`src/pctm_pkg.sv`:
```
package pctm_pkg;

  // Channel count and field widths
  localparam int CHANNELS  = 4;
  localparam int CH_IDX_W  = 3;
  localparam int CH_SEL_W  = (CHANNELS > 1) ? $clog2(CHANNELS) : 1;
  localparam int CREDIT_W  = 14;
  localparam int MONEY_W   = 16;
  localparam int CURRENT_W = 12;
  localparam int DISPLAY_W = 10;
  localparam int CFG_IDX_W = 3;
  localparam int CFG_DAT_W = 14;

  // Register widths
  localparam int MPP_W   = 10;
  localparam int PRICE_W = 14;
  localparam int BASE_W  = 12;
  localparam int MULT_W  = 5;

  // Serial arithmetic widths
  localparam int MUL_A_W  = 20;   // money * 10
  localparam int MUL_B_W  = 14;   // minutes or price
  localparam int PROD_W   = 30;   // largest product fits in 30 bits
  localparam int DIV_W    = 14;   // divisor width
  localparam int MUL_CNT_W = $clog2(MUL_B_W + 1);
  localparam int DIV_CNT_W = $clog2(PROD_W + 1);

  localparam int CHARGE_W = 8;

  // Constants
  localparam logic [CREDIT_W-1:0] CREDIT_CAP = CREDIT_W'(9999);
  localparam logic [CHARGE_W-1:0] TICK_UNIT  = CHARGE_W'(10);
  localparam logic [CHARGE_W-1:0] CHARGE_MAX = CHARGE_W'(255);

  // x / 10 == (x * 52429) >> 19 for every 14-bit x
  localparam logic [15:0] RECIP_TEN   = 16'd52429;
  localparam int          RECIP_SHIFT = 19;

  // Reset values of the registers
  localparam logic [MPP_W-1:0]   MPP_RST   = MPP_W'(60);
  localparam logic [PRICE_W-1:0] PRICE_RST = PRICE_W'(10);
  localparam logic [BASE_W-1:0]  BASE_RST  = BASE_W'(100);
  localparam logic [MULT_W-1:0]  MULT_RST  = MULT_W'(5);

  typedef enum logic [1:0] {
    CMD_ADD    = 2'd0,
    CMD_REFUND = 2'd1,
    CMD_TICK   = 2'd2,
    CMD_CLEAR  = 2'd3
  } cmd_e;

  typedef enum logic [CFG_IDX_W-1:0] {
    REG_MINUTES_PER_PRICE    = 3'd0,
    REG_PRICE_AMOUNT         = 3'd1,
    REG_POWER_MODE           = 3'd2,
    REG_BASE_CURRENT         = 3'd3,
    REG_OVERCURRENT_MULTIPLE = 3'd4
  } cfg_reg_e;

endpackage

```
`src/pctm_if.sv`:
```
interface pctm_in_if;
  logic                            valid;
  logic                            ready;
  logic [1:0]                      command;
  logic [pctm_pkg::CH_IDX_W-1:0]   channel_index;
  logic [pctm_pkg::MONEY_W-1:0]    money_amount;
  logic [pctm_pkg::CURRENT_W-1:0]  current_sample;
  logic                            overcurrent_flag;

  modport source (output valid, command, channel_index, money_amount, current_sample,
                  overcurrent_flag, input ready);
  modport sink   (input valid, command, channel_index, money_amount, current_sample,
                  overcurrent_flag, output ready);
endinterface

interface pctm_out_if;
  logic                            valid;
  logic                            ready;
  logic [pctm_pkg::CREDIT_W-1:0]   remaining_time;
  logic [pctm_pkg::MONEY_W-1:0]    refund_amount;
  logic                            relay_on;
  logic [pctm_pkg::DISPLAY_W-1:0]  display_minutes;

  modport source (output valid, remaining_time, refund_amount, relay_on, display_minutes,
                  input ready);
  modport sink   (input valid, remaining_time, refund_amount, relay_on, display_minutes,
                  output ready);
endinterface

interface pctm_cfg_if;
  logic                            valid;
  logic                            ready;
  logic [pctm_pkg::CFG_IDX_W-1:0]  index;
  logic [pctm_pkg::CFG_DAT_W-1:0]  data;

  modport source (output valid, index, data, input ready);
  modport sink   (input valid, index, data, output ready);
endinterface

```
`src/pctm_mul.sv`:
```
module pctm_mul (
  input  logic                          clk_i,
  input  logic                          rst_ni,
  input  logic                          start_i,
  input  logic [pctm_pkg::MUL_A_W-1:0]  a_i,
  input  logic [pctm_pkg::MUL_B_W-1:0]  b_i,
  output logic                          done_o,
  output logic [pctm_pkg::PROD_W-1:0]   prod_o
);
  import pctm_pkg::*;

  logic                 busy_q, done_q;
  logic [MUL_CNT_W-1:0] cnt_q;
  logic [MUL_A_W-1:0]   a_q;
  logic [MUL_B_W-1:0]   b_q;
  logic [PROD_W-1:0]    prod_q, prod_d;

  // One multiplier bit per cycle, MSB first
  assign prod_d = (prod_q << 1) + (b_q[MUL_B_W-1] ? PROD_W'(a_q) : '0);

  always_ff @(posedge clk_i or negedge rst_ni) begin
    if (!rst_ni) begin
      busy_q <= 1'b0;
      done_q <= 1'b0;
      cnt_q  <= '0;
    end else begin
      done_q <= 1'b0;
      if (start_i) begin
        busy_q <= 1'b1;
        cnt_q  <= MUL_CNT_W'(MUL_B_W);
      end else if (busy_q) begin
        cnt_q <= cnt_q - 1'b1;
        if (cnt_q == MUL_CNT_W'(1)) begin
          busy_q <= 1'b0;
          done_q <= 1'b1;
        end
      end
    end
  end

  always_ff @(posedge clk_i) begin
    if (start_i) begin
      a_q    <= a_i;
      b_q    <= b_i;
      prod_q <= '0;
    end else if (busy_q) begin
      b_q    <= b_q << 1;
      prod_q <= prod_d;
    end
  end

  assign done_o = done_q;
  assign prod_o = prod_q;

endmodule

```
`src/pctm_div.sv`:
```
module pctm_div (
  input  logic                         clk_i,
  input  logic                         rst_ni,
  input  logic                         start_i,
  input  logic [pctm_pkg::PROD_W-1:0]  dividend_i,
  input  logic [pctm_pkg::DIV_W-1:0]   divisor_i,
  output logic                         done_o,
  output logic [pctm_pkg::PROD_W-1:0]  quot_o
);
  import pctm_pkg::*;

  logic                 busy_q, done_q;
  logic [DIV_CNT_W-1:0] cnt_q;
  logic [DIV_W-1:0]     dvs_q, rem_q, rem_d;
  logic [PROD_W-1:0]    dq_q;
  logic [DIV_W:0]       trial;
  logic                 ge;

  // Restoring division: one quotient bit per cycle
  assign trial = {rem_q, dq_q[PROD_W-1]};
  assign ge    = trial >= {1'b0, dvs_q};
  assign rem_d = ge ? DIV_W'(trial - {1'b0, dvs_q}) : DIV_W'(trial);

  always_ff @(posedge clk_i or negedge rst_ni) begin
    if (!rst_ni) begin
      busy_q <= 1'b0;
      done_q <= 1'b0;
      cnt_q  <= '0;
    end else begin
      done_q <= 1'b0;
      if (start_i) begin
        busy_q <= 1'b1;
        cnt_q  <= DIV_CNT_W'(PROD_W);
      end else if (busy_q) begin
        cnt_q <= cnt_q - 1'b1;
        if (cnt_q == DIV_CNT_W'(1)) begin
          busy_q <= 1'b0;
          done_q <= 1'b1;
        end
      end
    end
  end

  always_ff @(posedge clk_i) begin
    if (start_i) begin
      dvs_q <= divisor_i;
      rem_q <= '0;
      dq_q  <= dividend_i;
    end else if (busy_q) begin
      rem_q <= rem_d;
      dq_q  <= {dq_q[PROD_W-2:0], ge};
    end
  end

  assign done_o = done_q;
  assign quot_o = dq_q;

endmodule

```
`src/prepaid_channel_time_meter_top.sv`:
```
// Prepaid channel time meter. Each channel holds a credit in tenths of a minute (cap 9999).
// Commands: add money, refund query, minute tick, clear (one channel, or all with index
// CHANNELS). Every input beat yields exactly one output beat. Arithmetic is done by a bit-serial
// multiplier for add and refund and a restoring divider for add, refund and a current-scaled
// tick; other commands use neither. Input is ready again once the output register loads. One
// item is worked on at a time; the output register lets the next beat be accepted while a
// result still waits. Config beats are always ready and must only be sent while the block is
// idle; writes to unknown indexes are dropped.
module prepaid_channel_time_meter_top (
  input  logic       clk_i,
  input  logic       rst_ni,
  pctm_in_if.sink    in_chan,
  pctm_out_if.source out_chan,
  pctm_cfg_if.sink   cfg_chan
);
  import pctm_pkg::*;

  typedef enum logic [2:0] {
    ST_IDLE,
    ST_PREP,
    ST_MUL,
    ST_DIV,
    ST_FIN,
    ST_OUT
  } state_e;

  state_e state_q;

  // Configuration registers
  logic [MPP_W-1:0]   mpp_q;
  logic [PRICE_W-1:0] price_q;
  logic               power_q;
  logic [BASE_W-1:0]  base_q;
  logic [MULT_W-1:0]  mult_q;

  // Latched input beat
  cmd_e                 cmd_q;
  logic [CH_IDX_W-1:0]  ch_q;
  logic [MONEY_W-1:0]   money_q;
  logic [CURRENT_W-1:0] current_q;
  logic                 ovf_q;

  // Per-item working state
  logic                scaled_q;
  logic [CHARGE_W-1:0] charge_q;
  logic [CREDIT_W-1:0] res_credit_q;
  logic [MONEY_W-1:0]  res_refund_q;

  // Credit store and output register
  logic [CREDIT_W-1:0]  credit_q [CHANNELS];
  logic                 out_valid_q;
  logic [CREDIT_W-1:0]  out_time_q;
  logic [MONEY_W-1:0]   out_refund_q;
  logic                 out_relay_q;
  logic [DISPLAY_W-1:0] out_disp_q;

  // Datapath signals
  logic                 in_fire, out_fire, out_free;
  logic                 ch_ok, clear_all;
  logic [CH_SEL_W-1:0]  idx;
  logic [CREDIT_W-1:0]  credit_cur;
  logic [PRICE_W-1:0]   price_eff;
  logic [MPP_W-1:0]     mins_eff;
  logic [DIV_W-1:0]     mins10;
  logic                 scaled_c;
  logic [CHARGE_W:0]    ovf_charge;
  logic [CHARGE_W-1:0]  charge_fixed;

  logic                 mul_start, mul_done;
  logic [MUL_A_W-1:0]   mul_a;
  logic [MUL_B_W-1:0]   mul_b;
  logic [PROD_W-1:0]    prod;

  logic                 div_start, div_done;
  logic [PROD_W-1:0]    div_dividend;
  logic [DIV_W-1:0]     div_divisor;
  logic [PROD_W-1:0]    quot;

  logic [CREDIT_W:0]    add_sum;
  logic [CREDIT_W-1:0]  add_credit;
  logic [CHARGE_W-1:0]  charge;
  logic [CREDIT_W-1:0]  tick_credit;
  logic [MONEY_W-1:0]   refund_sat;
  logic [CREDIT_W-1:0]  new_credit;
  logic [MONEY_W-1:0]   new_refund;
  logic [29:0]          disp_prod;

  assign in_chan.ready  = (state_q == ST_IDLE);
  assign in_fire        = in_chan.valid & in_chan.ready;
  assign out_fire       = out_valid_q & out_chan.ready;
  assign out_free       = !out_valid_q | out_chan.ready;
  assign cfg_chan.ready = 1'b1;

  assign out_chan.valid           = out_valid_q;
  assign out_chan.remaining_time  = out_time_q;
  assign out_chan.refund_amount   = out_refund_q;
  assign out_chan.relay_on        = out_relay_q;
  assign out_chan.display_minutes = out_disp_q;

  // Channel decode; out-of-range indexes touch nothing (except clear-all)
  assign ch_ok      = 32'(ch_q) < CHANNELS;
  assign clear_all  = (cmd_q == CMD_CLEAR) && (32'(ch_q) == CHANNELS);
  assign idx        = CH_SEL_W'(ch_q);
  assign credit_cur = ch_ok ? credit_q[idx] : '0;

  // Zero price behaves as one; zero minutes behave as one only for the refund divisor
  assign price_eff = (price_q == '0) ? PRICE_W'(1) : price_q;
  assign mins_eff  = (mpp_q == '0) ? MPP_W'(1) : mpp_q;
  assign mins10    = (DIV_W'(mins_eff) << 3) + (DIV_W'(mins_eff) << 1);

  // Tick charge that needs no division
  assign scaled_c   = power_q && !ovf_q && (BASE_W'(current_q) > base_q) && (base_q != '0);
  assign ovf_charge = ((CHARGE_W+1)'(mult_q) << 3) + ((CHARGE_W+1)'(mult_q) << 1);
  always_comb begin
    charge_fixed = TICK_UNIT;
    if (power_q) begin
      if (ovf_q) begin
        charge_fixed = ovf_charge[CHARGE_W] ? CHARGE_MAX : ovf_charge[CHARGE_W-1:0];
      end else if (BASE_W'(current_q) > base_q) begin
        charge_fixed = CHARGE_MAX;   // zero base current; scaled case overrides
      end
    end
  end

  // Multiplier: money*10*minutes for add, credit*price for refund
  assign mul_start = (state_q == ST_PREP) && ch_ok &&
                     ((cmd_q == CMD_ADD) || (cmd_q == CMD_REFUND));
  assign mul_a = (cmd_q == CMD_ADD) ?
                 (MUL_A_W'(money_q) << 3) + (MUL_A_W'(money_q) << 1) :
                 MUL_A_W'(credit_cur);
  assign mul_b = (cmd_q == CMD_ADD) ? MUL_B_W'(mpp_q) : MUL_B_W'(price_eff);

  pctm_mul u_mul (
    .clk_i   (clk_i),
    .rst_ni  (rst_ni),
    .start_i (mul_start),
    .a_i     (mul_a),
    .b_i     (mul_b),
    .done_o  (mul_done),
    .prod_o  (prod)
  );

  // Divider: started after the multiply, or straight from PREP for a scaled tick
  assign div_start = ((state_q == ST_MUL) && mul_done) ||
                     ((state_q == ST_PREP) && ch_ok && (cmd_q == CMD_TICK) && scaled_c);
  always_comb begin
    if (state_q == ST_PREP) begin
      div_dividend = (PROD_W'(current_q) << 3) + (PROD_W'(current_q) << 1);
      div_divisor  = DIV_W'(base_q);
    end else begin
      div_dividend = prod;
      div_divisor  = (cmd_q == CMD_ADD) ? DIV_W'(price_eff) : mins10;
    end
  end

  pctm_div u_div (
    .clk_i      (clk_i),
    .rst_ni     (rst_ni),
    .start_i    (div_start),
    .dividend_i (div_dividend),
    .divisor_i  (div_divisor),
    .done_o     (div_done),
    .quot_o     (quot)
  );

  // Result of the item
  assign add_sum    = {1'b0, credit_cur} + {1'b0, quot[CREDIT_W-1:0]};
  assign add_credit = ((|quot[PROD_W-1:CREDIT_W]) || (add_sum > {1'b0, CREDIT_CAP})) ?
                      CREDIT_CAP : add_sum[CREDIT_W-1:0];
  assign charge     = !scaled_q ? charge_q :
                      (|quot[PROD_W-1:CHARGE_W]) ? CHARGE_MAX : quot[CHARGE_W-1:0];
  assign tick_credit = (credit_cur > CREDIT_W'(charge)) ? credit_cur - CREDIT_W'(charge) : '0;
  assign refund_sat  = (|quot[PROD_W-1:MONEY_W]) ? '1 : quot[MONEY_W-1:0];

  always_comb begin
    new_credit = '0;
    new_refund = '0;
    if (ch_ok) begin
      case (cmd_q)
        CMD_ADD:    new_credit = add_credit;
        CMD_REFUND: begin
          new_credit = credit_cur;
          new_refund = refund_sat;
        end
        CMD_TICK:   new_credit = tick_credit;
        CMD_CLEAR:  new_credit = '0;
        default:    new_credit = '0;
      endcase
    end
  end

  // Display minutes by reciprocal multiply
  assign disp_prod = 30'(res_credit_q) * 30'(RECIP_TEN);

  // Configuration writes
  always_ff @(posedge clk_i or negedge rst_ni) begin
    if (!rst_ni) begin
      mpp_q   <= MPP_RST;
      price_q <= PRICE_RST;
      power_q <= 1'b0;
      base_q  <= BASE_RST;
      mult_q  <= MULT_RST;
    end else if (cfg_chan.valid && cfg_chan.ready) begin
      case (cfg_reg_e'(cfg_chan.index))
        REG_MINUTES_PER_PRICE:    mpp_q   <= cfg_chan.data[MPP_W-1:0];
        REG_PRICE_AMOUNT:         price_q <= cfg_chan.data[PRICE_W-1:0];
        REG_POWER_MODE:           power_q <= cfg_chan.data[0];
        REG_BASE_CURRENT:         base_q  <= cfg_chan.data[BASE_W-1:0];
        REG_OVERCURRENT_MULTIPLE: mult_q  <= cfg_chan.data[MULT_W-1:0];
        default:                  ;
      endcase
    end
  end

  // Sequencer, credit store and output register
  always_ff @(posedge clk_i or negedge rst_ni) begin
    if (!rst_ni) begin
      state_q      <= ST_IDLE;
      cmd_q        <= CMD_ADD;
      ch_q         <= '0;
      money_q      <= '0;
      current_q    <= '0;
      ovf_q        <= 1'b0;
      scaled_q     <= 1'b0;
      charge_q     <= '0;
      res_credit_q <= '0;
      res_refund_q <= '0;
      for (int i = 0; i < CHANNELS; i++) begin
        credit_q[i] <= '0;
      end
      out_valid_q  <= 1'b0;
      out_time_q   <= '0;
      out_refund_q <= '0;
      out_relay_q  <= 1'b0;
      out_disp_q   <= '0;
    end else begin
      // a beat leaving while the next one loads is handled in ST_OUT
      if (out_fire && (state_q != ST_OUT)) begin
        out_valid_q <= 1'b0;
      end
      case (state_q)
        ST_IDLE: begin
          if (in_fire) begin
            cmd_q     <= cmd_e'(in_chan.command);
            ch_q      <= in_chan.channel_index;
            money_q   <= in_chan.money_amount;
            current_q <= in_chan.current_sample;
            ovf_q     <= in_chan.overcurrent_flag;
            state_q   <= ST_PREP;
          end
        end
        ST_PREP: begin
          scaled_q <= scaled_c;
          charge_q <= charge_fixed;
          if (mul_start) begin
            state_q <= ST_MUL;
          end else if (div_start) begin
            state_q <= ST_DIV;
          end else begin
            state_q <= ST_FIN;
          end
        end
        ST_MUL: begin
          if (mul_done) begin
            state_q <= ST_DIV;
          end
        end
        ST_DIV: begin
          if (div_done) begin
            state_q <= ST_FIN;
          end
        end
        ST_FIN: begin
          res_credit_q <= new_credit;
          res_refund_q <= new_refund;
          if (ch_ok) begin
            credit_q[idx] <= new_credit;
          end else if (clear_all) begin
            for (int i = 0; i < CHANNELS; i++) begin
              credit_q[i] <= '0;
            end
          end
          state_q <= ST_OUT;
        end
        ST_OUT: begin
          if (out_free) begin
            out_valid_q  <= 1'b1;
            out_time_q   <= res_credit_q;
            out_refund_q <= res_refund_q;
            out_relay_q  <= (res_credit_q != '0);
            out_disp_q   <= disp_prod[RECIP_SHIFT +: DISPLAY_W];
            state_q      <= ST_IDLE;
          end else if (out_fire) begin
            out_valid_q <= 1'b0;
          end
        end
        default: state_q <= ST_IDLE;
      endcase
    end
  end

endmodule
```
`src/flat_wrapper.sv`:
```
// flat-port wrapper written by rule: the top's interface ports become plain ports
module prepaid_channel_time_meter_top_flat import pctm_pkg::*;
  (clk_i, rst_ni, in_chan_valid, in_chan_command, in_chan_channel_index, in_chan_money_amount, in_chan_current_sample, in_chan_overcurrent_flag, in_chan_ready, out_chan_valid, out_chan_remaining_time, out_chan_refund_amount, out_chan_relay_on, out_chan_display_minutes, out_chan_ready, cfg_chan_valid, cfg_chan_index, cfg_chan_data, cfg_chan_ready);
  pctm_in_if in_chan_i ();
  pctm_out_if out_chan_i ();
  pctm_cfg_if cfg_chan_i ();
  input  logic clk_i;
  input  logic rst_ni;
  input wire logic [$bits(in_chan_i.valid)-1:0] in_chan_valid;
  input wire logic [$bits(in_chan_i.command)-1:0] in_chan_command;
  input wire logic [$bits(in_chan_i.channel_index)-1:0] in_chan_channel_index;
  input wire logic [$bits(in_chan_i.money_amount)-1:0] in_chan_money_amount;
  input wire logic [$bits(in_chan_i.current_sample)-1:0] in_chan_current_sample;
  input wire logic [$bits(in_chan_i.overcurrent_flag)-1:0] in_chan_overcurrent_flag;
  output wire logic [$bits(in_chan_i.ready)-1:0] in_chan_ready;
  output wire logic [$bits(out_chan_i.valid)-1:0] out_chan_valid;
  output wire logic [$bits(out_chan_i.remaining_time)-1:0] out_chan_remaining_time;
  output wire logic [$bits(out_chan_i.refund_amount)-1:0] out_chan_refund_amount;
  output wire logic [$bits(out_chan_i.relay_on)-1:0] out_chan_relay_on;
  output wire logic [$bits(out_chan_i.display_minutes)-1:0] out_chan_display_minutes;
  input wire logic [$bits(out_chan_i.ready)-1:0] out_chan_ready;
  input wire logic [$bits(cfg_chan_i.valid)-1:0] cfg_chan_valid;
  input wire logic [$bits(cfg_chan_i.index)-1:0] cfg_chan_index;
  input wire logic [$bits(cfg_chan_i.data)-1:0] cfg_chan_data;
  output wire logic [$bits(cfg_chan_i.ready)-1:0] cfg_chan_ready;
  assign in_chan_i.valid = in_chan_valid;
  assign in_chan_i.command = in_chan_command;
  assign in_chan_i.channel_index = in_chan_channel_index;
  assign in_chan_i.money_amount = in_chan_money_amount;
  assign in_chan_i.current_sample = in_chan_current_sample;
  assign in_chan_i.overcurrent_flag = in_chan_overcurrent_flag;
  assign in_chan_ready = in_chan_i.ready;
  assign out_chan_valid = out_chan_i.valid;
  assign out_chan_remaining_time = out_chan_i.remaining_time;
  assign out_chan_refund_amount = out_chan_i.refund_amount;
  assign out_chan_relay_on = out_chan_i.relay_on;
  assign out_chan_display_minutes = out_chan_i.display_minutes;
  assign out_chan_i.ready = out_chan_ready;
  assign cfg_chan_i.valid = cfg_chan_valid;
  assign cfg_chan_i.index = cfg_chan_index;
  assign cfg_chan_i.data = cfg_chan_data;
  assign cfg_chan_ready = cfg_chan_i.ready;
  prepaid_channel_time_meter_top u_core (.clk_i(clk_i), .rst_ni(rst_ni), .in_chan(in_chan_i), .out_chan(out_chan_i), .cfg_chan(cfg_chan_i));
endmodule
```
`config.mk`:
```
export PLATFORM = sky130hd
export DESIGN_NAME = prepaid_channel_time_meter_top_flat
export DESIGN_NICKNAME = d
export VERILOG_FILES = /design/src/pctm_pkg.sv /design/src/pctm_if.sv /design/src/pctm_mul.sv /design/src/pctm_div.sv /design/src/prepaid_channel_time_meter_top.sv /design/src/flat_wrapper.sv
export SDC_FILE = /design/constraint.sdc
export NUM_CORES = 1
export LEC_CHECK = 0
export ABC_CLOCK_PERIOD_IN_PS = 7600
export BUFFER_PORTS_ARGS = -buffer_cell sky130_fd_sc_hd__buf_2
export CAP_MARGIN = 0
export CELL_PAD_IN_SITES_DETAIL_PLACEMENT = 2
export CELL_PAD_IN_SITES_GLOBAL_PLACEMENT = 2
export CORE_ASPECT_RATIO = 0.8
export CORE_MARGIN = 2
export CORE_UTILIZATION = 41
export CTS_CLUSTER_SIZE = 20
export DETAILED_ROUTE_END_ITERATION = 8
export PLACE_DENSITY_LB_ADDON = 0.12
export SYNTH_ARGS = -nofsm -noshare
export SYNTH_HDL_FRONTEND = slang
export SYNTH_HIERARCHICAL = 1
export SYNTH_SLANG_ARGS = --single-unit
```
`constraint.sdc`:
```
create_clock -name clk_i -period 7.6 [get_ports clk_i]
set_clock_uncertainty 0.05 [all_clocks]
set_input_delay 0.38 -clock clk_i [delete_from_list [all_inputs] [get_ports clk_i]]
set_output_delay 0.38 -clock clk_i [all_outputs]
set_load 0.01 [all_outputs]
```
# After elaboration in Yosys (flattened, before gate mapping)
# Index checks and enable logic that the tools add are counted.
totals:
  register_bits: 351
  input_bits: 56
  wordCells: 180
op_classes:
  addsub: 10
  mul: 1
  magnitude_cmp: 7
  n_eq_ne: 20
  muxes: 62
  bitwise: 4
  n_reduce_logical: 38
ops:
  columns: ["operator", "n"]
  rows:
  - ["14-bit 2-to-1 mux", 14]
  - ["56-bit 2-to-1 mux", 2]
  - ["30-bit 2-to-1 mux", 3]
  - ["56-bit bitwise mux", 1]
  - ["14-bit one-hot mux with 4 select lines", 1]
  - ["16-bit 2-to-1 mux", 3]
  - ["8-bit 2-to-1 mux", 6]
  - ["30-bit by 20-bit adder with 30-bit output", 1]
  - ["14-bit by 16-bit multiplier with 29-bit output (second input constant)", 1]
  - ["14-bit binary-select mux with 2-bit select", 1]
  - ["14-bit demux with 2-bit select", 1]
  - ["22-bit OR reduction", 1]
  - ["19-bit by 17-bit adder with 20-bit output", 1]
  - ["20-bit 2-to-1 mux", 1]
  - ["3-bit 2-to-1 mux", 6]
  - ["3-bit one-hot mux with 6 select lines", 1]
  - ["15-bit by 13-bit adder with 16-bit output", 1]
  - ["1-bit 2-to-1 mux", 16]
  - ["2-bit AND reduction", 8]
  - ["16-bit OR reduction", 1]
  - ["14-bit by 14-bit adder with 15-bit output", 1]
  - ["15-bit by 14-bit >= comparator with 1-bit output", 1]
  - ["15-bit by 14-bit greater-than comparator with 1-bit output (second input constant)", 1]
  - ["13-bit by 11-bit adder with 14-bit output", 1]
  - ["39 further kinds", 68]

# Logic depth before layout (Yosys ltp)
# Gate-level depths: netlist (run 1).
depth:
  ltp_word: 13
  depth_mapped: 24
  mapped_depth_nobuf: 24

# Hierarchy
# Netlist (run 1), hierarchy kept.
by_module_without_submodules:
  columns: ["mod", "instances", "cells_each", "area_each_um2", "seq_area_each_um2"]
  rows:
  - ["prepaid_channel_time_meter_top", 1, 1851, 16691.0, 5418.9]
  - ["pctm_mul", 1, 377, 3851.2, 1771.7]
  - ["pctm_div", 1, 307, 3532.1, 1776.7]

# Worst setup path after synthesis (run 1)
# No wires, ideal clock.
synth_path:
  path_kind: "register to register"
  startpoint: "register u_core.res_credit_q[8]"
  endpoint: "register u_core.out_disp_q[9] (netlist: u_core/out_chan.display_minutes[9])"
  setup_ns: 0.134
  arrival_time_ns: 5.412
  required_time_ns: 7.416
  path_slack_ns: 2.004
  path_stages_with_launch: 21
  n_path_buf: 0
  path_cell_list: "dfrtp_1 -> inv_1 -> ha_1 -> fa_1 -> fa_1 -> inv_1 -> fa_1 -> inv_1 -> fa_1 -> ha_1 -> ha_1 -> a21o_1 -> a21o_1 -> a21o_1 -> a211oi_1 -> a21oi_1 -> or4_1 -> a311o_1 -> o31ai_1 -> xnor2_1 -> o21ai_0"
synth_between:
  elab_chain_len: 1
synth_lines:
  columns: ["item", "line_no", "source"]
  rows:
  - ["start: declaration", "prepaid_channel_time_meter_top.sv:46", "logic [CREDIT_W-1:0] res_credit_q;"]
  - ["start signal: assignment", "prepaid_channel_time_meter_top.sv:274", "res_credit_q <= new_credit;"]
  - ["14-bit by 16-bit multiplier with 29-bit output", "prepaid_channel_time_meter_top.sv:193", "assign disp_prod = 30'(res_credit_q) * 30'(RECIP_TEN);"]
  - ["end signal: assignment", "prepaid_channel_time_meter_top.sv:291", "out_disp_q <= disp_prod[RECIP_SHIFT +: DISPLAY_W];"]
  - ["end: declaration", "prepaid_channel_time_meter_top.sv:55", "logic [DISPLAY_W-1:0] out_disp_q;"]
# No other way between the ends.
# A chain may end at the register's enable or synchronous reset.

# Worst setup path in the final report (run 1)
layout_path:
  startpoint: "register u_core.res_credit_q[3]"
  endpoint: "register u_core.out_disp_q[9] (netlist: u_core/out_chan.display_minutes[9])"
# The elaborated chain is that of the path after synthesis.

==> results of run 1 <==
[layout by cell type, fill, tap and decap left out, types with 34 or more instances in the layout]
cell / n
sky130_fd_sc_hd__a21o_1: 34
sky130_fd_sc_hd__nand3_1: 84
sky130_fd_sc_hd__clkbuf_16: 44
sky130_fd_sc_hd__dfxtp_1: 44
sky130_fd_sc_hd__nor2_1: 136
sky130_fd_sc_hd__fa_1: 59
sky130_fd_sc_hd__xor2_1: 35
sky130_fd_sc_hd__xnor2_1: 52
sky130_fd_sc_hd__dlygate4sd3_1: 45
sky130_fd_sc_hd__buf_2: 97
sky130_fd_sc_hd__edfxtp_1: 78
sky130_fd_sc_hd__nand2_1: 302
sky130_fd_sc_hd__inv_1: 211
sky130_fd_sc_hd__mux2_2: 107
sky130_fd_sc_hd__a21oi_1: 103
sky130_fd_sc_hd__ha_1: 208
sky130_fd_sc_hd__o21ai_0: 208
sky130_fd_sc_hd__dfrtp_1: 218
sky130_fd_sc_hd__and2_1: 47
[kinds of logic (layout without fill, tap and decap cells)]
family	after synthesis	count (layout)
AND/OR/NAND/NOR	770	770
other	1	1
adder cells (fa/ha/maj)	269	269
multiplexers	150	150
XOR/XNOR	87	87
buffers and inverters	334	455
flip-flops	351	351
AO/OA/AOI/OAI	573	573
[registers in the layout (all words and copies together), names as in the netlist, 4 cells and up]
register	cells
u_core/out_chan.refund_amount	16
u_core/u_mul/cnt_q	4
u_core/mult_q	5
u_core/out_chan.display_minutes	10
u_core/credit_q	56
u_core/res_refund_q	16
u_core/base_q	12
u_core/u_mul/a_q	20
u_core/money_q	16
u_core/current_q	12
u_core/mpp_q	10
u_core/charge_q	8
u_core/res_credit_q	14
u_core/u_div/rem_q	14
u_core/u_mul/prod_o	30
u_core/u_div/dvs_q	14
u_core/u_mul/b_q	14
u_core/out_chan.remaining_time	14
u_core/price_q	14
u_core/u_div/cnt_q	5
u_core/u_div/quot_o	30
[per-layer routing]
layer,track usage (%),share of wire [%],vias to the layer above
met3,4.93,5.2,113
met5,0,0.016,-
met4,6.49,2.0,2
met1,40.7,49,10300
li1,-,-,9127
met2,42.7,44,418
[layout make-up]
cell class | count | area, sq um | area share [%]
Clock buffer | 57 | 1190 | 4.38
Sequential cell | 351 | 8970 | 33.0
Clock inverter | 18 | 267 | 0.981
Inverter | 211 | 792 | 2.91
Multi-Input combinational cell | 1850 | 13800 | 50.9
Timing Repair Buffer | 169 | 1160 | 4.26
Tap cell | 769 | 962 | 3.54
[Yosys cell counts (12+ instances only)]
cell / instances / area share, %
sky130_fd_sc_hd__xnor2_1: 52 / 1.9
sky130_fd_sc_hd__mux2i_1: 29 / 1.2
sky130_fd_sc_hd__a21oi_1: 104 / 2.2
sky130_fd_sc_hd__dfxtp_1: 44 / 3.7
sky130_fd_sc_hd__a31oi_1: 13 / 0.34
sky130_fd_sc_hd__a21o_1: 34 / 1.1
sky130_fd_sc_hd__buf_1: 12 / 0.19
sky130_fd_sc_hd__o21a_1: 14 / 0.44
sky130_fd_sc_hd__a211oi_1: 23 / 0.72
sky130_fd_sc_hd__o22ai_1: 20 / 0.52
sky130_fd_sc_hd__nand2b_1: 25 / 0.65
sky130_fd_sc_hd__nor3_1: 29 / 0.60
sky130_fd_sc_hd__nand3_1: 84 / 1.7
sky130_fd_sc_hd__nor2b_1: 28 / 0.73
sky130_fd_sc_hd__dfrtp_1: 218 / 23
sky130_fd_sc_hd__mux2_2: 107 / 5.0
sky130_fd_sc_hd__o21ai_0: 208 / 4.3
sky130_fd_sc_hd__xor2_1: 35 / 1.3
sky130_fd_sc_hd__o31ai_1: 27 / 0.84
sky130_fd_sc_hd__mux4_2: 14 / 1.3
sky130_fd_sc_hd__and2_1: 48 / 1.2
sky130_fd_sc_hd__fa_1: 59 / 4.9
sky130_fd_sc_hd__nor4_1: 13 / 0.34
sky130_fd_sc_hd__nand2_1: 303 / 4.7
sky130_fd_sc_hd__clkbuf_1: 94 / 1.5
sky130_fd_sc_hd__ha_1: 208 / 11
sky130_fd_sc_hd__edfxtp_1: 78 / 9.7
sky130_fd_sc_hd__inv_1: 211 / 3.3
sky130_fd_sc_hd__and3_1: 14 / 0.36
sky130_fd_sc_hd__nor2_1: 139 / 2.2
sky130_fd_sc_hd__nand4_1: 20 / 0.52
[metrics by stage]
step                      cell area [sq um]  util (%)
after global placement                25300      43.5
after detailed placement              25300      43.5
final                                 27200      46.8
after global routing                  27200      46.8
after CTS                             27200      46.8
after floorplan                       24100         -
[final timing paths]
kind / end / slack [ns] / depth (start not counted)
min in group asynchronous: u_core/out_chan.display_minutes[1] / 0.37 / 2
max: u_core/out_chan.display_minutes[9] / 1.33 / 21
min reg2reg: u_core/u_mul/prod_o[29] / 0.42 / 2
max in group asynchronous: u_core/price_q[0] / 5.83 / 3
min: u_core/current_q[0] / 0.05 / 3
max reg2reg: u_core/out_chan.display_minutes[9] / 1.33 / 21
[worst reg2reg max path, cell delays in order (launching register included)]
cell	delay (ns)
sky130_fd_sc_hd__dfrtp_1	0.43
sky130_fd_sc_hd__inv_1	0.10
sky130_fd_sc_hd__ha_1	0.25
sky130_fd_sc_hd__ha_1	0.35
sky130_fd_sc_hd__fa_1	0.61
sky130_fd_sc_hd__inv_1	0.14
sky130_fd_sc_hd__fa_1	0.56
sky130_fd_sc_hd__inv_1	0.06
sky130_fd_sc_hd__fa_1	0.53
sky130_fd_sc_hd__inv_1	0.05
sky130_fd_sc_hd__fa_1	0.50
sky130_fd_sc_hd__inv_1	0.04
sky130_fd_sc_hd__ha_1	0.34
sky130_fd_sc_hd__a21oi_1	0.17
sky130_fd_sc_hd__o21ai_0	0.15
sky130_fd_sc_hd__a211oi_1	0.26
sky130_fd_sc_hd__a21oi_1	0.16
sky130_fd_sc_hd__or4_1	0.49
sky130_fd_sc_hd__a311o_1	0.35
sky130_fd_sc_hd__o31ai_1	0.27
sky130_fd_sc_hd__xnor2_1	0.15
sky130_fd_sc_hd__o21ai_0	0.08
==> impl_metrics.py, run 1 <==
metrics = {
    "sta": {
        "fin_crit_sh_pct": 82.5,
        "worst_slack_ns": 1.33,
        "slew_violations": 0,
        "maxSlewHeadroom_pct": 14.5,
        "worst_pin_slew_ns": 1.27,
        "fmaxAchievable_mhz": 160,
        "final.hold.worst_slack_ns": 0.0493,
        "fin_setup_tns_ns": 0,
        "setup_repair_after_global_routing_missed_its_margin": "false",
        "timing_hold_violations_final": 0,
        "finalSetupViolations": 0,
        "finalCriticalPeriod_ns": 6.27,
    },
    "critical_path": {
        "worst_ep_arrival_time_ns": 6.65,
        "cp-startpoint": "u_core/res_credit_q[3]",
        "worst-endpoint-required_ns": 7.98,
        "crit_path_top_delay_cell": "sky130_fd_sc_hd__fa_1",
        "category_of_the_most_critical_setup_path": "register to register",
        "crit_path_cell_trace": "inv_1, ha_1, ha_1, fa_1, inv_1, fa_1, inv_1, fa_1, inv_1, fa_1, inv_1, ha_1, a21oi_1, o21ai_0, a211oi_1, a21oi_1, or4_1, a311o_1, o31ai_1, xnor2_1, o21ai_0",
        "critical_path.endpoint_type": "register",
        "reg2reg_from": "u_core/res_credit_q[3]",
        "critical-path-top-delay-family": "adder cells",
        "setup.worst_path.start_class": "register",
        "cpPeakStageDelay_ns": 0.61,
        "path_buf_inv": 5,
        "crit_path_max_fanout": 5,
        "cpMostUsedCell": "sky130_fd_sc_hd__inv_1",
    },
    "floorplan": {
        "die_height_um": 221,
        "floorplan.core_area_sq_um": 58100,
        "core.rowCount": 79,
        "fp.dieArea_sq_um": 60700,
        "die_w_um": 275,
        "starting_density_of_the_core_pct": 41.4,
        "io-pin-count": 100,
    },
    "route": {
        "drt_pre_antenna_iters": 5,
        "routedWlPerCell_um": 24.4,
        "first_iter_violations": 1251,
        "finalWirelength_mm": 83.7,
        "antenna_left": 0,
        "drt-vias-per-instance": 5.82,
        "route.vias.total": 19900,
        "route.detailed.drc": 0,
    },
    "cts": {
        "cts_setup_buffers": 0,
        "cells_resized_by_post_cts_repair": 0,
        "root_buffer": "sky130_fd_sc_hd__clkbuf_16",
        "clock_tree_from_tritoncts": "built",
        "clock_insertion_delay_worst_skew_ns": 0.61,
        "tritoncts_buffers": 42,
        "clock_sinks": 351,
        "htree_levels": 2,
        "post_cts_hold_buffer_count": 45,
        "clk_pin_slew_ns": 0.06,
        "clock_tree.buffer_depth": 3,
    },
    "placed_design": {
        "dpl_worst_slack_ns": 1.42,
        "place_congestion": 0.867,
        "place_inst": 3305,
        "io_buffers": 98,
        "post-dp-hpwl_mm": 61.3,
    },
    "synthesis": {
        "synth_enable_flop_cells": 78,
        "netlist-cell-type-count": 106,
        "most_used_dff_post_synth": "sky130_fd_sc_hd__dfrtp_1",
        "yosysWarningCount": 6,
        "yosysSeqAreaShare_pct": 37.2,
        "synth-compound-area-share_pct": 15.4,
        "syn-num-nets": 2858,
        "synth_simple_gate_area_share_pct": 15.4,
        "postSynthRegisterBits": 351,
        "synthArstFlopShare_pct": 65.2,
        "post_synth_xor_xnor_area_pct": 3.17,
        "postSynthCellCount": 2535,
        "synth_fa_ha_area_share_pct": 15.8,
        "synth_area_sq_um": 24100,
        "syn_area_per_cell_sq_um": 9.50,
        "largest_family_of_logic_cells_by_synthesized_area": "adder cells",
        "synthMuxAreaShare_pct": 7.52,
    },
    "global_routing": {
        "via_count_of_the_first_global_routing_pass": 21800,
        "largest_net_degree_at_the_start_of_global_routing": 128,
        "grt_pass1_wl_mm": 130,
        "grt_antenna_before_repair": 4,
        "grt-ovfl-total": 0,
        "tot_gr_track_use_pct": 27.8,
    },
    "status": {
        "status": "complete, no violations",
    },
    "flow_run": {
        "maxCapViolations": 0,
    },
    "finish": {
        "share_of_final_layout_standard_cells_stronger_than_drive_strength_1_pct": 14.0,
        "area_growth_pct": 12.9,
        "finish.net_count": 2948,
        "layout.filler_cells": 6087,
        "final-instance-count-excl-fill": 3425,
        "antenna_cells": 0,
    },
    "min_path": {
        "hold_path_class": "input pin to register",
        "critical_hold_path_startpoint": "in_chan_current_sample[0]",
    },
}
Power of run 1 is not shown: default switching activity piles up to over one toggle a cycle in this logic, so the estimate is an artifact.
==> run 2: changes to the inputs <==
--- a/config.mk
+++ b/config.mk
@@ -5,14 +5,14 @@
 export SDC_FILE = /design/constraint.sdc
 export NUM_CORES = 1
 export LEC_CHECK = 0
-export ABC_CLOCK_PERIOD_IN_PS = 7600
+export ABC_CLOCK_PERIOD_IN_PS = 5000
 export BUFFER_PORTS_ARGS = -buffer_cell sky130_fd_sc_hd__buf_2
 export CAP_MARGIN = 0
 export CELL_PAD_IN_SITES_DETAIL_PLACEMENT = 2
 export CELL_PAD_IN_SITES_GLOBAL_PLACEMENT = 2
 export CORE_ASPECT_RATIO = 0.8
 export CORE_MARGIN = 2
-export CORE_UTILIZATION = 41
+export CORE_UTILIZATION = 37
 export CTS_CLUSTER_SIZE = 20
 export DETAILED_ROUTE_END_ITERATION = 8
 export PLACE_DENSITY_LB_ADDON = 0.12
==> constraint.sdc (replaced) <==
create_clock -name clk_i -period 5 [get_ports clk_i]
set_clock_uncertainty 0.05 [all_clocks]
set_input_delay 0.25 -clock clk_i [delete_from_list [all_inputs] [get_ports clk_i]]
set_output_delay 0.25 -clock clk_i [all_outputs]
set_load 0.01 [all_outputs]
==> run 2 against run 1 <==
Compared with the run above: the run now ends with setup timing left; first-iteration DRC count fell by 3.8%; via count rose by 1.6%; largest cell class unchanged; setup slack got worse by 1.9 ns; routed wire length rose by 2.7%.
==> impl_metrics.py, run 2 (synthesis gave the netlist of run 1 again) <==
metrics = {
    "route": {
        "drt_pre_antenna_iters": 5,
        "route.vias.total": 20200,
        "first_iter_violations": 1204,
        "drt-vias-per-instance": 5.56,
        "antenna_left": 0,
        "route.detailed.drc": 0,
        "finalWirelength_mm": 86.0,
        "routedWlPerCell_um": 23.6,
    },
    "cts": {
        "clk_pin_slew_ns": 0.06,
        "clock_tree.buffer_depth": 3,
        "clock_tree_from_tritoncts": "built",
        "root_buffer": "sky130_fd_sc_hd__clkbuf_16",
        "clock_insertion_delay_worst_skew_ns": 0.60,
        "htree_levels": 2,
        "clock_sinks": 351,
        "tritoncts_buffers": 44,
    },
    "critical_path": {
        "crit_path_max_fanout": 3,
        "cp-startpoint": "u_core/res_credit_q[12]",
        "worst-endpoint-required_ns": 5.40,
        "reg2reg_from": "u_core/res_credit_q[12]",
        "setup.worst_path.start_class": "register",
        "category_of_the_most_critical_setup_path": "register to register",
        "worst_ep_arrival_time_ns": 5.98,
        "critical_path.endpoint_type": "register",
    },
    "placed_design": {
        "post-dp-hpwl_mm": 65.0,
        "io_buffers": 98,
        "placement.cell_area_sq_um": 26400,
        "place_congestion": 0.924,
    },
    "finish": {
        "final_cell_area_sq_um": 28800,
        "layout.cells.most_common": "sky130_fd_sc_hd__nand2_1",
        "mostFrequentLayoutCells": "sky130_fd_sc_hd__nand2_1 (302), sky130_fd_sc_hd__dfrtp_1 (215), sky130_fd_sc_hd__o21ai_0 (199)",
        "finish.net_count": 3079,
        "multiInputGateArea_sq_um": 14200,
        "largest_register_ffs": 56,
        "share_of_final_layout_standard_cells_stronger_than_drive_strength_1_pct": 20.1,
        "layout.filler_cells": 6833,
        "regMostFlops": "u_core/credit_q",
        "area_growth_pct": 19.5,
        "register_area_sq_um": 8970,
    },
    "sta": {
        "timing_hold_violations_final": 0,
        "maxSlewHeadroom_pct": 25.1,
        "finalSetupViolations": 7,
        "finalCriticalPeriod_ns": 5.58,
        "worst_pin_slew_ns": 1.12,
        "fin_crit_sh_pct": 112,
        "fmaxAchievable_mhz": 179,
        "setup_repair_after_global_routing_missed_its_margin": "true",
        "worst_slack_ns": -0.579,
        "slew_violations": 0,
    },
    "global_routing": {
        "via_count_of_the_first_global_routing_pass": 21800,
        "grt_antenna_before_repair": 8,
        "largest_net_degree_at_the_start_of_global_routing": 118,
        "grt_pass1_wl_mm": 133,
        "tot_gr_track_use_pct": 25.7,
        "grt-ovfl-total": 0,
    },
    "floorplan": {
        "io-pin-count": 100,
        "die_height_um": 232,
        "fp.dieArea_sq_um": 67100,
        "starting_density_of_the_core_pct": 37.5,
        "die_w_um": 289,
        "core.rowCount": 83,
        "floorplan.core_area_sq_um": 64300,
    },
    "status": {
        "failed_checks": "setup timing",
        "status": "finished with violations",
    },
    "min_path": {
        "hold_path_class": "input pin to register",
        "critical_hold_path_startpoint": "in_chan_valid",
    },
    "flow_run": {
        "maxCapViolations": 0,
    },
}
[run 2: stage by stage]
stage / hold slack [ns] / worst slack, ns / setup TNS, ns / std cells / utilization, %
2_1_floorplan: -0.0956 / -0.461 / -1.38 / 2535 / -
3_3_place_gp: 0.211 / -0.711 / -2.99 / 3497 / 41.1
3_5_place_dp: 0.219 / -0.863 / -4.30 / 3497 / 41.1
4_1_cts: 0.0322 / -0.564 / -2.87 / 3638 / 44.5
5_1_grt: 0.0601 / -0.790 / -4.66 / 3642 / 44.8
6_report: 0.0503 / -0.579 / -3.04 / 3643 / 44.8
[run 2: final timing paths]
path	endpoint	slack, ns	cells past startpoint
setup / recovery	u_core/out_chan.display_minutes[7]	-0.58	19
hold / removal	u_core/state_q[0]	0.05	4
setup reg to reg	u_core/out_chan.display_minutes[7]	-0.58	19
hold reg to reg	u_core/out_chan.display_minutes[3]	0.43	2
max in group asynchronous	u_core/charge_q[0]	3.55	3
min in group asynchronous	u_core/out_chan.display_minutes[1]	0.19	2
[run 2: cell type report]
type	count	area share, %
inverters	211	2.76
multi-input cells	1850	49.5
flip-flops and latches	351	31.2
clock inverters	16	0.813
diodes	1	0.00870
repair buffers	298	7.57
clock buffers	66	4.50
well taps	850	3.70
[run 2: routing by layer]
layer  GRT usage (%)  vias up  wire [um]  part of all wire [%]
met5               0        -         13                 0.015
met4            4.62        2       1210                   1.4
met3            3.50       81       3020                   3.5
met2            38.8      290      37100                    43
met1            39.2    10500      44700                    52
li1                -     9406          -                     -
[run 2: critical path, cell delays in order, from the launching register on]
cell and delay, ns:
sky130_fd_sc_hd__dfrtp_2 0.46, sky130_fd_sc_hd__ha_4 0.29, sky130_fd_sc_hd__inv_2 0.04, sky130_fd_sc_hd__fa_1 0.53, sky130_fd_sc_hd__fa_1 0.45, sky130_fd_sc_hd__fa_1 0.51, sky130_fd_sc_hd__inv_1 0.05, sky130_fd_sc_hd__fa_1 0.46
sky130_fd_sc_hd__fa_1 0.54, sky130_fd_sc_hd__ha_4 0.22, sky130_fd_sc_hd__a21oi_4 0.17, sky130_fd_sc_hd__o21ai_4 0.09, sky130_fd_sc_hd__a211oi_2 0.22, sky130_fd_sc_hd__a21oi_2 0.10, sky130_fd_sc_hd__or4_4 0.44, sky130_fd_sc_hd__a311o_1 0.36
sky130_fd_sc_hd__buf_4 0.16, sky130_fd_sc_hd__buf_4 0.13, sky130_fd_sc_hd__xnor2_2 0.12, sky130_fd_sc_hd__o21ai_1 0.07
[run 2: timing repair]
action                                  in CTS  in global routing
resized for setup                           22                 27
gates cloned                                 0                  0
hold endpoints to repair                   143                  0
setup buffers                                8                  4
pin swaps                                   24                 18
endpoints found under the setup margin      14                 39
hold buffers                                51                  0
Power of run 2 is left out for the same reason.
==> run 3: changes to the inputs <==
--- a/config.mk
+++ b/config.mk
@@ -5,14 +5,14 @@
 export SDC_FILE = /design/constraint.sdc
 export NUM_CORES = 1
 export LEC_CHECK = 0
-export ABC_CLOCK_PERIOD_IN_PS = 5000
+export ABC_CLOCK_PERIOD_IN_PS = 6550
 export BUFFER_PORTS_ARGS = -buffer_cell sky130_fd_sc_hd__buf_2
 export CAP_MARGIN = 0
 export CELL_PAD_IN_SITES_DETAIL_PLACEMENT = 2
 export CELL_PAD_IN_SITES_GLOBAL_PLACEMENT = 2
 export CORE_ASPECT_RATIO = 0.8
 export CORE_MARGIN = 2
-export CORE_UTILIZATION = 37
+export CORE_UTILIZATION = 41
 export CTS_CLUSTER_SIZE = 20
 export DETAILED_ROUTE_END_ITERATION = 8
 export PLACE_DENSITY_LB_ADDON = 0.12
==> constraint.sdc (replaced) <==
create_clock -name clk_i -period 6.55 [get_ports clk_i]
set_clock_uncertainty 0.05 [all_clocks]
set_input_delay 0.3275 -clock clk_i [delete_from_list [all_inputs] [get_ports clk_i]]
set_output_delay 0.3275 -clock clk_i [all_outputs]
set_load 0.01 [all_outputs]
==> run 3 against run 2 <==
Compared with the run above: the flow now finishes without violations; hold slack better by 0.0099 ns; count of clock-buffer cells in the layout down 10; setup slack better by 0.90 ns; maximum frequency is 10% lower; register-to-register slack improved by 0.90 ns; die area decreased by 9.6%; critical path type unchanged.
==> impl_metrics.py, run 3 (synthesis gave the netlist of run 1 again) <==
metrics = {
    "global_routing": {
        "grt_pass1_wl_mm": 130,
        "largest_net_degree_at_the_start_of_global_routing": 140,
        "via_count_of_the_first_global_routing_pass": 21700,
        "grt-ovfl-total": 0,
        "grt_antenna_before_repair": 1,
        "tot_gr_track_use_pct": 27.7,
    },
    "cts": {
        "tritoncts_buffers": 42,
        "clock_tree_from_tritoncts": "built",
        "clock_insertion_delay_worst_skew_ns": 0.61,
        "clock_sinks": 351,
        "root_buffer": "sky130_fd_sc_hd__clkbuf_16",
        "cells_resized_by_post_cts_repair": 0,
        "clock_tree.buffer_depth": 3,
        "clk_pin_slew_ns": 0.06,
        "htree_levels": 2,
    },
    "floorplan": {
        "core.rowCount": 79,
        "fp.dieArea_sq_um": 60700,
        "io-pin-count": 100,
        "starting_density_of_the_core_pct": 41.4,
        "floorplan.core_area_sq_um": 58100,
        "die_w_um": 275,
        "die_height_um": 221,
    },
    "critical_path": {
        "cpPeakStageDelay_ns": 0.57,
        "r2r-end": "u_core/out_chan.display_minutes[9]",
        "crit_path_top_delay_cell": "sky130_fd_sc_hd__fa_1",
        "setup.worst_path.start_class": "register",
        "rr_worst_depth": 21,
        "category_of_the_most_critical_setup_path": "register to register",
        "cpMostUsedCell": "sky130_fd_sc_hd__inv_1",
        "reg2reg_from": "u_core/res_credit_q[3]",
        "critical_path.endpoint_type": "register",
        "crit_path_cell_trace": "inv_1, ha_1, ha_1, fa_1, inv_1, fa_1, inv_1, fa_1, inv_1, fa_1, inv_1, ha_1, a21oi_1, o21ai_0, a211oi_1, a21oi_1, or4_1, a311o_1, o31ai_1, xnor2_1, o21ai_0",
        "worst_ep_arrival_time_ns": 6.63,
        "register_to_register_setup_slack_ns": 0.32,
        "cp-startpoint": "u_core/res_credit_q[3]",
        "crit_path_max_fanout": 5,
        "worstSetupEndpoint": "u_core/out_chan.display_minutes[9]",
        "worst-endpoint-required_ns": 6.96,
    },
    "finish": {
        "finish.net_count": 2957,
        "layout.filler_cells": 6142,
        "multiInputGateArea_sq_um": 13800,
        "area_growth_pct": 12.6,
        "register_area_sq_um": 8970,
        "mostFrequentLayoutCells": "sky130_fd_sc_hd__nand2_1 (302), sky130_fd_sc_hd__dfrtp_1 (218), sky130_fd_sc_hd__inv_1 (211)",
        "regMostFlops": "u_core/credit_q",
        "largest_register_ffs": 56,
        "antenna_cells": 0,
        "layout.cells.most_common": "sky130_fd_sc_hd__nand2_1",
        "share_of_final_layout_standard_cells_stronger_than_drive_strength_1_pct": 14.0,
    },
    "route": {
        "first_iter_violations": 1322,
        "route.vias.total": 19900,
        "drt_pre_antenna_iters": 5,
        "finalWirelength_mm": 83.4,
        "route.detailed.drc": 0,
        "drt-vias-per-instance": 5.79,
        "routedWlPerCell_um": 24.3,
        "antenna_left": 0,
    },
    "sta": {
        "timing_hold_violations_final": 0,
        "slew_violations": 0,
        "finalCriticalPeriod_ns": 6.23,
        "fmaxAchievable_mhz": 161,
        "setup_repair_after_global_routing_missed_its_margin": "false",
        "fin_setup_tns_ns": 0,
        "finalSetupViolations": 0,
        "maxSlewHeadroom_pct": 21.6,
        "worst_pin_slew_ns": 1.16,
        "fin_crit_sh_pct": 95.0,
    },
    "flow_run": {
        "maxCapViolations": 0,
    },
    "min_path": {
        "hold_path_class": "input pin to register",
    },
    "placed_design": {
        "place_congestion": 0.883,
        "post-dp-hpwl_mm": 61.4,
        "io_buffers": 98,
    },
    "status": {
        "status": "complete, no violations",
    },
}
==> run 3: changes by cell type in the layout (fill, tap and decap cells not counted), sizes merged, moves of 3 or more <==
cell and change:
buf -117, bufinv -3, clkbuf -10, dlygate4sd3 -3, clkinv +10
==> run 3: per-layer routing <==
metal,vias up,share of wire [%],global-route usage [%]
met2,398,44,43.1
met4,0,1.6,5.59
met5,-,0,0
met3,94,4.6,3.62
met1,10300,50,41.2
li1,9144,-,-
==> run 3: cell type report <==
class / count / share of cell area (%)
multi-input cells: 1850 / 51.0
clock inverters: 21 / 0.632
well taps: 769 / 3.55
inverters: 211 / 2.92
repair buffers: 178 / 4.55
clock buffers: 56 / 4.22
flip-flops and latches: 351 / 33.1
==> run 3: worst max-delay path, delay by kind of cell (launching register included) <==
kind                       cells  cell delay (ns)
AOI/OAI and AO/OA              7             1.49
buffers and inverters          5             0.38
xor gates and xnor gates       1             0.17
and+or+nand+nor                1             0.49
DFF                            1             0.42
adders and majority gates      7             3.08
==> run 3: timing repair <==
item,4_1_cts,5_1_grt
endpoints found under the hold margin,165,0
buffers inserted,0,0
hold buffers,48,0
==> run 3: worst min-delay path by stage <==
stage,slack (ns),cells past startpoint,endpoint,from
global route,0.05,3,u_core/current_q[3],in_chan_current_sample[3]
detailed placement,0.37,1,u_core/out_chan.remaining_time[0],rst_ni
floorplan,-0.02,0,u_core/base_q[0],rst_ni
global placement,0.36,1,u_core/out_chan.remaining_time[0],rst_ni
CTS,0.005,3,u_core/current_q[3],in_chan_current_sample[3]
finish,0.06,3,u_core/current_q[3],in_chan_current_sample[3]
==> run 3: stage by stage <==
stage / util, % / hold WS (ns) / setup WS (ns) / instance area [sq um] / std cells
after floorplan: - / -0.0181 / 0.954 / 24100 / 2535
after global placement: 43.5 / 0.360 / 0.599 / 25300 / 3311
after detailed placement: 43.5 / 0.371 / 0.357 / 25300 / 3311
after CTS: 46.6 / 0.00459 / 0.312 / 27100 / 3436
after global routing: 46.6 / 0.0521 / 0.0297 / 27100 / 3436
final: 46.6 / 0.0602 / 0.324 / 27100 / 3436
Power of run 3 is left out for the same reason.
